**src/hdl/bfa_pkg.sv**
```systemverilog
// Shared constants and control types of the best-fit block allocator.
package bfa_pkg;

    localparam int NUM_BLOCKS = 8;
    localparam int SIZE_BITS  = 16;
    localparam int ADDR_BITS  = (NUM_BLOCKS > 1) ? $clog2(NUM_BLOCKS) : 1;

    localparam int IDX_BITS   = 3;
    localparam int SZIN_BITS  = 16;
    localparam int SPACE_BITS = 16;
    localparam int TOTAL_BITS = 19;
    localparam int SUM_BITS   = 20;

    localparam logic MODE_LOAD    = 1'b0;
    localparam logic MODE_REQUEST = 1'b1;

    typedef struct packed {
        logic capture;
        logic load_rd;
        logic scan_rd;
        logic commit;
    } t_dp_cmd;

    typedef struct packed {
        logic scan_last;
        logic out_free;
    } t_dp_sts;

endpackage

```
**src/hdl/bfa_if.sv**
```systemverilog
// Request and result channel interfaces of the best-fit block allocator.
interface bfa_req_if;
    import bfa_pkg::*;
    logic                 valid;
    logic                 ready;
    logic                 mode;
    logic [IDX_BITS-1:0]  block_index;
    logic [SZIN_BITS-1:0] size_value;

    modport source (output valid, output mode, output block_index, output size_value,
                    input ready);
    modport sink   (input valid, input mode, input block_index, input size_value,
                    output ready);
endinterface

interface bfa_res_if;
    import bfa_pkg::*;
    logic                  valid;
    logic                  ready;
    logic                  allocated;
    logic [IDX_BITS-1:0]   chosen_block;
    logic [SPACE_BITS-1:0] space_left;
    logic [TOTAL_BITS-1:0] total_free;

    modport source (output valid, output allocated, output chosen_block,
                    output space_left, output total_free, input ready);
    modport sink   (input valid, input allocated, input chosen_block,
                    input space_left, input total_free, output ready);
endinterface

```
**src/hdl/bfa_ctrl.sv**
```systemverilog
// Sequencer of the best-fit block allocator: load, scan and commit steps.
module bfa_ctrl (
    input  logic             i_clk,
    input  logic             i_rst_n,
    input  logic             i_req_valid,
    input  logic             i_req_mode,
    output logic             o_req_ready,
    output bfa_pkg::t_dp_cmd o_cmd,
    input  bfa_pkg::t_dp_sts i_sts
);
    import bfa_pkg::*;

    localparam logic [2:0] ST_IDLE   = 3'd0;
    localparam logic [2:0] ST_LDRD   = 3'd1;
    localparam logic [2:0] ST_SCAN   = 3'd2;
    localparam logic [2:0] ST_DRAIN  = 3'd3;
    localparam logic [2:0] ST_COMMIT = 3'd4;

    logic [2:0] r_state;
    logic [2:0] n_state;

    always_ff @(posedge i_clk) begin
        if (!i_rst_n) begin
            r_state <= ST_IDLE;
        end else begin
            r_state <= n_state;
        end
    end

    always_comb begin
        n_state       = r_state;
        o_req_ready   = 1'b0;
        o_cmd         = '0;
        case (r_state)
            ST_IDLE: begin
                o_req_ready = 1'b1;
                if (i_req_valid) begin
                    o_cmd.capture = 1'b1;
                    n_state = (i_req_mode == MODE_REQUEST) ? ST_SCAN : ST_LDRD;
                end
            end
            ST_LDRD: begin
                o_cmd.load_rd = 1'b1;
                n_state = ST_COMMIT;
            end
            ST_SCAN: begin
                o_cmd.scan_rd = 1'b1;
                if (i_sts.scan_last) begin
                    n_state = ST_DRAIN;
                end
            end
            ST_DRAIN: begin
                n_state = ST_COMMIT;
            end
            ST_COMMIT: begin
                if (i_sts.out_free) begin
                    o_cmd.commit = 1'b1;
                    n_state = ST_IDLE;
                end
            end
            default: begin
                n_state = ST_IDLE;
            end
        endcase
    end

`ifndef SYNTHESIS
    a_scan_to_drain: assert property (@(posedge i_clk) disable iff (!i_rst_n)
        (r_state == ST_SCAN && i_sts.scan_last) |=> (r_state == ST_DRAIN))
        else $error("scan did not stop after the last block");
    a_commit_to_idle: assert property (@(posedge i_clk) disable iff (!i_rst_n)
        o_cmd.commit |=> (r_state == ST_IDLE))
        else $error("commit did not return to idle");
    a_ready_only_idle: assert property (@(posedge i_clk) disable iff (!i_rst_n)
        o_req_ready |-> !o_cmd.commit && !o_cmd.scan_rd && !o_cmd.load_rd)
        else $error("request taken while an item is in progress");
`endif

endmodule

```
**src/hdl/bfa_dp.sv**
```systemverilog
// Datapath of the best-fit block allocator: space table, scan compare, total, result register.
module bfa_dp (
    input  logic                         i_clk,
    input  logic                         i_rst_n,
    input  bfa_pkg::t_dp_cmd             i_cmd,
    output bfa_pkg::t_dp_sts             o_sts,
    input  logic                         i_mode,
    input  logic [bfa_pkg::IDX_BITS-1:0] i_block_index,
    input  logic [bfa_pkg::SZIN_BITS-1:0] i_size_value,
    bfa_res_if.source                    o_res
);
    import bfa_pkg::*;

    function automatic logic [SUM_BITS-1:0] to_sum(input logic [SIZE_BITS-1:0] v);
        logic [SIZE_BITS+SUM_BITS-1:0] w;
        w = {{SUM_BITS{1'b0}}, v};
        return w[SUM_BITS-1:0];
    endfunction

    function automatic logic [SPACE_BITS-1:0] to_space(input logic [SIZE_BITS-1:0] v);
        logic [SIZE_BITS+SPACE_BITS-1:0] w;
        w = {{SPACE_BITS{1'b0}}, v};
        return w[SPACE_BITS-1:0];
    endfunction

    function automatic logic [IDX_BITS-1:0] to_idx(input logic [ADDR_BITS-1:0] a);
        logic [ADDR_BITS+IDX_BITS-1:0] w;
        w = {{IDX_BITS{1'b0}}, a};
        return w[IDX_BITS-1:0];
    endfunction

    // Space table with one valid bit per entry; an entry never loaded reads zero.
    logic [SIZE_BITS-1:0]  r_mem [NUM_BLOCKS];
    logic [NUM_BLOCKS-1:0] r_vld;
    logic [SIZE_BITS-1:0]  r_rd_data;
    logic                  r_rd_vld;

    logic                  r_mode;
    logic [ADDR_BITS-1:0]  r_addr;
    logic                  r_in_range;
    logic [SIZE_BITS-1:0]  r_size;

    logic [ADDR_BITS-1:0]  r_cnt;
    logic [ADDR_BITS-1:0]  r_cmp_idx;
    logic                  r_cmp_pend;
    logic                  r_found;
    logic [ADDR_BITS-1:0]  r_best_idx;
    logic [SIZE_BITS-1:0]  r_best_val;

    logic [SUM_BITS-1:0]   r_sum;
    logic [SUM_BITS-1:0]   n_sum;

    logic                  r_out_valid;
    logic                  r_out_alloc;
    logic [IDX_BITS-1:0]   r_out_blk;
    logic [SPACE_BITS-1:0] r_out_left;
    logic [TOTAL_BITS-1:0] r_out_total;

    logic [ADDR_BITS+IDX_BITS-1:0]  w_idx_ext;
    logic [SIZE_BITS+SZIN_BITS-1:0] w_size_ext;
    logic [SIZE_BITS-1:0]  w_rd_val;
    logic                  w_rd_en;
    logic [ADDR_BITS-1:0]  w_rd_addr;
    logic                  w_wr_en;
    logic [ADDR_BITS-1:0]  w_wr_addr;
    logic [SIZE_BITS-1:0]  w_wr_data;
    logic                  w_alloc;
    logic [IDX_BITS-1:0]   w_blk;
    logic [SPACE_BITS-1:0] w_left;

    assign w_idx_ext  = {{ADDR_BITS{1'b0}}, i_block_index};
    assign w_size_ext = {{SIZE_BITS{1'b0}}, i_size_value};
    assign w_rd_val   = r_rd_vld ? r_rd_data : '0;
    assign w_rd_en    = i_cmd.scan_rd || (i_cmd.load_rd && r_in_range);
    assign w_rd_addr  = i_cmd.load_rd ? r_addr : r_cnt;

    assign o_sts.scan_last = (r_cnt == ADDR_BITS'(NUM_BLOCKS - 1));
    assign o_sts.out_free  = !r_out_valid || o_res.ready;

    // Captured item fields.
    always_ff @(posedge i_clk) begin
        if (i_cmd.capture) begin
            r_mode     <= i_mode;
            r_addr     <= w_idx_ext[ADDR_BITS-1:0];
            r_in_range <= (w_idx_ext < (ADDR_BITS+IDX_BITS)'(NUM_BLOCKS));
            r_size     <= w_size_ext[SIZE_BITS-1:0];
        end
    end

    // Table storage and registered read port.
    always_ff @(posedge i_clk) begin
        if (w_wr_en) begin
            r_mem[w_wr_addr] <= w_wr_data;
        end
        if (w_rd_en) begin
            r_rd_data <= r_mem[w_rd_addr];
            r_rd_vld  <= r_vld[w_rd_addr];
        end
    end

    always_ff @(posedge i_clk) begin
        if (!i_rst_n) begin
            r_vld <= '0;
        end else if (w_wr_en) begin
            r_vld[w_wr_addr] <= 1'b1;
        end
    end

    // Scan: one table read per cycle, each compared in the cycle after its read.
    always_ff @(posedge i_clk) begin
        if (!i_rst_n) begin
            r_cnt      <= '0;
            r_cmp_pend <= 1'b0;
            r_found    <= 1'b0;
        end else begin
            r_cmp_pend <= i_cmd.scan_rd;
            if (i_cmd.capture) begin
                r_cnt   <= '0;
                r_found <= 1'b0;
            end else begin
                if (i_cmd.scan_rd) begin
                    r_cnt <= r_cnt + 1'b1;
                end
                if (r_cmp_pend && (w_rd_val >= r_size) &&
                    (!r_found || (w_rd_val < r_best_val))) begin
                    r_found <= 1'b1;
                end
            end
        end
    end

    always_ff @(posedge i_clk) begin
        if (i_cmd.scan_rd) begin
            r_cmp_idx <= r_cnt;
        end
        if (r_cmp_pend && (w_rd_val >= r_size) &&
            (!r_found || (w_rd_val < r_best_val))) begin
            r_best_idx <= r_cmp_idx;
            r_best_val <= w_rd_val;
        end
    end

    // Commit: table write-back, running total and result.
    always_comb begin
        w_wr_en   = 1'b0;
        w_wr_addr = r_addr;
        w_wr_data = r_size;
        n_sum     = r_sum;
        w_alloc   = 1'b0;
        w_blk     = '0;
        w_left    = '0;
        if (i_cmd.commit) begin
            if (r_mode == MODE_LOAD) begin
                if (r_in_range) begin
                    w_wr_en = 1'b1;
                    n_sum   = r_sum - to_sum(w_rd_val) + to_sum(r_size);
                    w_alloc = 1'b1;
                    w_blk   = to_idx(r_addr);
                    w_left  = to_space(r_size);
                end
            end else if (r_found) begin
                w_wr_en   = 1'b1;
                w_wr_addr = r_best_idx;
                w_wr_data = r_best_val - r_size;
                n_sum     = r_sum - to_sum(r_size);
                w_alloc   = 1'b1;
                w_blk     = to_idx(r_best_idx);
                w_left    = to_space(r_best_val - r_size);
            end
        end
    end

    always_ff @(posedge i_clk) begin
        if (!i_rst_n) begin
            r_sum       <= '0;
            r_out_valid <= 1'b0;
        end else begin
            r_sum <= n_sum;
            if (i_cmd.commit) begin
                r_out_valid <= 1'b1;
            end else if (o_res.ready) begin
                r_out_valid <= 1'b0;
            end
        end
    end

    always_ff @(posedge i_clk) begin
        if (i_cmd.commit) begin
            r_out_alloc <= w_alloc;
            r_out_blk   <= w_blk;
            r_out_left  <= w_left;
            r_out_total <= n_sum[TOTAL_BITS-1:0];
        end
    end

    assign o_res.valid        = r_out_valid;
    assign o_res.allocated    = r_out_alloc;
    assign o_res.chosen_block = r_out_blk;
    assign o_res.space_left   = r_out_left;
    assign o_res.total_free   = r_out_total;

`ifndef SYNTHESIS
    a_commit_slot_free: assert property (@(posedge i_clk) disable iff (!i_rst_n)
        i_cmd.commit |-> (!r_out_valid || o_res.ready))
        else $error("result overwritten before it was taken");
    a_best_fits: assert property (@(posedge i_clk) disable iff (!i_rst_n)
        (r_found && !i_cmd.capture) |-> (r_best_val >= r_size))
        else $error("chosen block is smaller than the request");
    a_capture_clears: assert property (@(posedge i_clk) disable iff (!i_rst_n)
        i_cmd.capture |=> (!r_found && r_cnt == '0))
        else $error("scan state not cleared on a new request");
`endif

endmodule

```
**src/hdl/best_fit_block_allocator.sv**
```systemverilog
// Top level of the best-fit block allocator: sequencer plus datapath.
// Usage:
// The block keeps a table of free space for eight memory blocks, cleared to zero
// by reset. Items arrive on i_req (valid/ready); an item is taken on a clock edge
// where valid and ready are both high. A load item (mode 0) sets the space of the
// block named by block_index to size_value. An allocation request (mode 1) picks
// the block with the smallest space that still holds size_value, the lowest index
// on a tie, and takes the request out of it. Every request yields exactly one
// result on o_res: allocated flag, chosen block, space left in it and the total
// free space over all blocks.
// Sequence: a load reads its block once and then commits; the next request is taken
// only after that commit, once the sequencer is back in idle. An allocation reads
// the table one block per cycle through the single read port, compares the last
// block in the cycle after its read and then commits, and likewise the next request
// is taken only after that commit.
// A finished result waits in an output register; the next request is already
// taken and worked on while the receiver stalls, and only its final commit
// waits until the earlier result has left. Reset is synchronous, active low,
// and clears the table, the total and the output valid.
module best_fit_block_allocator (
    input  logic       i_clk,
    input  logic       i_rst_n,
    bfa_req_if.sink    i_req,
    bfa_res_if.source  o_res
);
    import bfa_pkg::*;

    t_dp_cmd w_cmd;
    t_dp_sts w_sts;

    bfa_ctrl u_ctrl (
        .i_clk       (i_clk),
        .i_rst_n     (i_rst_n),
        .i_req_valid (i_req.valid),
        .i_req_mode  (i_req.mode),
        .o_req_ready (i_req.ready),
        .o_cmd       (w_cmd),
        .i_sts       (w_sts)
    );

    bfa_dp u_dp (
        .i_clk         (i_clk),
        .i_rst_n       (i_rst_n),
        .i_cmd         (w_cmd),
        .o_sts         (w_sts),
        .i_mode        (i_req.mode),
        .i_block_index (i_req.block_index),
        .i_size_value  (i_req.size_value),
        .o_res         (o_res)
    );

endmodule
```
**src/flat_wrapper.sv**
```systemverilog
// flat-port wrapper written by rule: the top's interface ports become plain ports
module best_fit_block_allocator_flat import bfa_pkg::*;
  (i_clk, i_rst_n, i_req_valid, i_req_mode, i_req_block_index, i_req_size_value, i_req_ready, o_res_valid, o_res_allocated, o_res_chosen_block, o_res_space_left, o_res_total_free, o_res_ready);
  bfa_req_if i_req_i ();
  bfa_res_if o_res_i ();
  input  logic i_clk;
  input  logic i_rst_n;
  input wire logic [$bits(i_req_i.valid)-1:0] i_req_valid;
  input wire logic [$bits(i_req_i.mode)-1:0] i_req_mode;
  input wire logic [$bits(i_req_i.block_index)-1:0] i_req_block_index;
  input wire logic [$bits(i_req_i.size_value)-1:0] i_req_size_value;
  output wire logic [$bits(i_req_i.ready)-1:0] i_req_ready;
  output wire logic [$bits(o_res_i.valid)-1:0] o_res_valid;
  output wire logic [$bits(o_res_i.allocated)-1:0] o_res_allocated;
  output wire logic [$bits(o_res_i.chosen_block)-1:0] o_res_chosen_block;
  output wire logic [$bits(o_res_i.space_left)-1:0] o_res_space_left;
  output wire logic [$bits(o_res_i.total_free)-1:0] o_res_total_free;
  input wire logic [$bits(o_res_i.ready)-1:0] o_res_ready;
  assign i_req_i.valid = i_req_valid;
  assign i_req_i.mode = i_req_mode;
  assign i_req_i.block_index = i_req_block_index;
  assign i_req_i.size_value = i_req_size_value;
  assign i_req_ready = i_req_i.ready;
  assign o_res_valid = o_res_i.valid;
  assign o_res_allocated = o_res_i.allocated;
  assign o_res_chosen_block = o_res_i.chosen_block;
  assign o_res_space_left = o_res_i.space_left;
  assign o_res_total_free = o_res_i.total_free;
  assign o_res_i.ready = o_res_ready;
  best_fit_block_allocator u_core (.i_clk(i_clk), .i_rst_n(i_rst_n), .i_req(i_req_i), .o_res(o_res_i));
endmodule
```
**config.mk**
```make
export PLATFORM = sky130hd
export DESIGN_NAME = best_fit_block_allocator_flat
export DESIGN_NICKNAME = d
export VERILOG_FILES = /design/src/hdl/bfa_pkg.sv /design/src/hdl/bfa_if.sv /design/src/hdl/bfa_ctrl.sv /design/src/hdl/bfa_dp.sv /design/src/hdl/best_fit_block_allocator.sv /design/src/flat_wrapper.sv
export SDC_FILE = /design/constraint.sdc
export NUM_CORES = 1
export LEC_CHECK = 0
export BUFFER_PORTS_ARGS = -buffer_cell sky130_fd_sc_hd__buf_2
export CORE_MARGIN = 1.5
export CORE_UTILIZATION = 38
export CTS_BUF_LIST = sky130_fd_sc_hd__clkbuf_4
export DETAILED_ROUTE_END_ITERATION = 10
export PLACE_DENSITY = 0.54
export SLEW_MARGIN = 20
export SYNTH_ARGS = -nofsm -noshare
export SYNTH_HDL_FRONTEND = slang
export SYNTH_SLANG_ARGS = --single-unit
```
**constraint.sdc**
```tcl
create_clock -name i_clk -period 7.55 [get_ports i_clk]
set_input_delay 1.51 -clock i_clk [delete_from_list [all_inputs] [get_ports i_clk]]
set_output_delay 1.51 -clock i_clk [all_outputs]
set_load 0.01 [all_outputs]
```
==> impl_metrics.csv <==
group,metric,value,unit
outcome,outcome,"finished, final reports clean",
clocking,cts_buffers,76,
logic_synthesis,synth_nets,1390,
detailed_routing,drt-total-wl,35.4,mm
worst_setup_path,crit_buf_inv,2,
detailed_routing,drtIter0Drc,611,
timing,drv_slew,0,
timing,fin_crit_sh,52.3,%
logic_synthesis,avgSynthCellArea,10.8,um^2
grt,grt_overflow_total,0,
place,port_buffers,64,
floorplan,rows,69,
detailed_routing,drc_errors,0,
floorplan,die_y,192,um
power_and_ir_drop,p_per_area,226,nW/um^2
clocking,cts_root_buf,"clkbuf_4",
logic_synthesis,synth-edff-count,226,
worst_hold_path,hold_depth,0,
timing,fmax,253,MHz
detailed_routing,vias,9774,
timing,rsz0062_at_grt,"false",
finish,area_growth,13.7,%
grt,grt_pass1_wl,55.2,mm
timing,finalSetupViolCount,0,
worst_setup_path,path_delay_family,"compound AO/OA/AOI/OAI gates",
logic_synthesis,ys_seq_area_share,55.0,%
logic_synthesis,netlist_area,13600,um^2
timing,layout_min_cycle_time,3.95,ns
run,maxCapViolCount,0,
timing,fin_tns_setup,0,ns
floorplan,die_width,192,um
worst_setup_path,worstPathMaxFanout,16,
clocking,clk_pin_slew,0.07,ns
timing,slew_headroom,31.3,%
clocking,post_cts_buffers,0,
worst_setup_path,critical_path_arrival,4.38,ns
detailed_routing,vias_per_cell,5.14,
logic_synthesis,synth.top_cell.area_share,49.7,%
clocking,cts_resized,0,
clocking,cts_tree,"yes",
logic_synthesis,yosys_register_bits,262,
detailed_routing,dr.pass1.iters,7,
floorplan,die_area,37000,um^2
worst_setup_path,crit_path_start_kind,"flip-flop",
detailed_routing,wl_per_cell,18.6,um
power_and_ir_drop,ir_drop,0.000111,V
finish,design_area,15500,um^2
worst_setup_path,worst_path_max_delay_cell,"edfxtp_1",
worst_setup_path,cp_num_cells,13,
finish,drive_gt1_share,16.4,%
logic_synthesis,async_reset_ff_share,0,%
worst_setup_path,cp_slowest_stage_delay,0.56,ns
grt,grt_pass1_vias,10000,
finish,fin_nets,1506,
grt,grt_max_degree,69,
logic_synthesis,synth_top_cell_by_area,"edfxtp_1",
grt,antenna_found_initial,1,
clocking,cts.sinks,262,
clocking,insertion_delay,0.72,ns
worst_setup_path,path_class,"reg2reg",
worst_setup_path,cp_cell_sequence,"and2_1, fa_1, inv_1, fa_1, a211oi_2, o21ai_2, o31ai_2, o21ai_0, a21oi_1, o21bai_1, xnor2_1, a222oi_1, inv_1",
place,gp_congestion,0.823,
floorplan,initial_utilization,38.4,%
grt,grt_usage,19.9,%
timing,worstMarginPinSlew,1.03,ns
place,placed_area,14500,um^2
power_and_ir_drop,p_leak,6.37,nW
worst_setup_path,required,7.98,ns
detailed_routing,antenna_violating_nets_post_route,0,
logic_synthesis,syn_inst,1264,
timing,final_hold_viol_count,0,
logic_synthesis,synthFlopType,"edfxtp_1",
logic_synthesis,synthTopCellsByArea,"edfxtp_1, ha_1, nand2_1",
worst_setup_path,r2r_cells,13,
timing,hold_ws,0.418,ns
place,hpwl,24.1,mm
clocking,hold_buffers,0,
worst_hold_path,hp-class,"reg2reg",
floorplan,core,35500,um^2
worst_setup_path,crit_path_end_kind,"flip-flop",
clocking,clk_path_buf_depth,3,
logic_synthesis,ys_types,70,
floorplan,io_pins,65,
clocking,h-tree-depth,3,
timing,fin_skew,0.0514,ns
logic_synthesis,ys.warnings.count,0,
[routing by layer]
| layer | vias to the layer above | GRT usage (%) | wire length [um] |
|---|---|---|---|
| met1 | 4689 | 26.0 | 16200 |
| met2 | 249 | 32.5 | 16800 |
| met5 | - | 0 | 0 |
| met3 | 53 | 3.78 | 1550 |
| li1 | 4783 | - | - |
| met4 | 0 | 8.14 | 907 |
[worst paths after layout]
path,start,end,slack [ns]
worst max register to register,u_core.u_dp.r_rd_vld$_DFFE_PP_,u_core.u_dp.o_res.total_free[12]$_DFFE_PP_,3.60
worst max-delay path,u_core.u_dp.r_rd_vld$_DFFE_PP_,u_core.u_dp.o_res.total_free[12]$_DFFE_PP_,3.60
worst min-delay path,u_core.u_dp.r_cmp_idx[2]$_DFFE_PP_,u_core.u_dp.r_best_idx[2]$_DFFE_PP_,0.42
worst min register to register,u_core.u_dp.r_cmp_idx[2]$_DFFE_PP_,u_core.u_dp.r_best_idx[2]$_DFFE_PP_,0.42
[power breakdown]
| group | leakage (nW) | switching, W | internal [W] |
|---|---|---|---|
| clock network | 0.593 | 0.000620 | 0.000734 |
| logic | 3.41 | 0.000328 | 0.000191 |
| registers | 2.36 | 0.0000177 | 0.00161 |
| total | 6.37 | 0.000966 | 0.00253 |
[through the flow]
stage	cells	utilization (%)	power [W]	setup slack (ns)
2_1_floorplan	1264	-	0.00203	3.57
3_3_place_gp	1763	40.9	0.00217	3.13
3_5_place_dp	1763	40.9	0.00218	3.05
4_1_cts	1902	43.7	0.00355	3.57
5_1_grt	1903	43.7	0.00369	3.30
6_report	1903	43.7	0.00350	3.60
[synthesized netlist by cell type, types with 3 or more instances]
cell type,count
edfxtp_1,226
nand2_1,211
inv_1,105
nand3_1,98
ha_1,84
o21ai_0,64
nor2_1,54
a21oi_1,46
dfxtp_1,36
and2_1,35
clkbuf_1,35
xnor2_1,25
o21a_1,24
a21o_1,21
fa_1,18
o22ai_1,18
nor3_1,15
xor2_1,14
nor2b_1,12
a22oi_1,10
nand2b_1,10
or3_1,9
a31oi_1,6
buf_2,6
mux2i_1,6
nand4_1,6
o21bai_1,6
a211oi_2,3
and3_1,3
o21ai_1,3
o21ai_2,3
[cells in the final DEF (no fill, tap or decap), types with 36 or more instances in the layout]
| cell type | count |
|---|---|
| a21oi_1 | 46 |
| dfxtp_1 | 36 |
| nand2_1 | 210 |
| nor2_1 | 52 |
| ha_1 | 84 |
| buf_2 | 64 |
| edfxtp_1 | 226 |
| o21ai_0 | 61 |
| inv_1 | 104 |
| clkbuf_4 | 115 |
| nand3_1 | 98 |
[sequential cells by signal, summed over array words and instances, names as in the netlist, 8 cells and up]
name / cells
u_core.u_dp.r_sum: 19
u_core.u_dp.r_best_val: 16
u_core.u_dp.r_size: 16
u_core.u_dp.r_mem: 128
u_core.u_dp.o_res.total_free: 19
u_core.u_dp.o_res.space_left: 16
u_core.u_dp.r_vld: 8
u_core.u_dp.r_rd_data: 16
[final cells by class]
cell class	instances	area, um^2
tap	461	577
multi-input combinational	854	5590
timing repair buffer	81	448
inverter	105	394
fill	3393	20000
clock inverter	24	134
clock buffer	115	863
antenna	1	2.50
sequential	262	7510
[kinds of logic (layout without fill, tap and decap cells)]
| family | count (synthesis) | in the layout | synth area share [%] |
|---|---|---|---|
| buf+inv | 148 | 325 | 4.18 |
| mux | 8 | 8 | 0.605 |
| flops | 262 | 262 | 55.0 |
| compound gates | 243 | 243 | 11.9 |
| fa+ha+maj | 102 | 102 | 10.3 |
| simple gates | 462 | 462 | 15.4 |
| xor+xnor | 39 | 39 | 2.50 |
| other cells | 0 | 1 | 0 |
(Power assumes the default switching activity.)
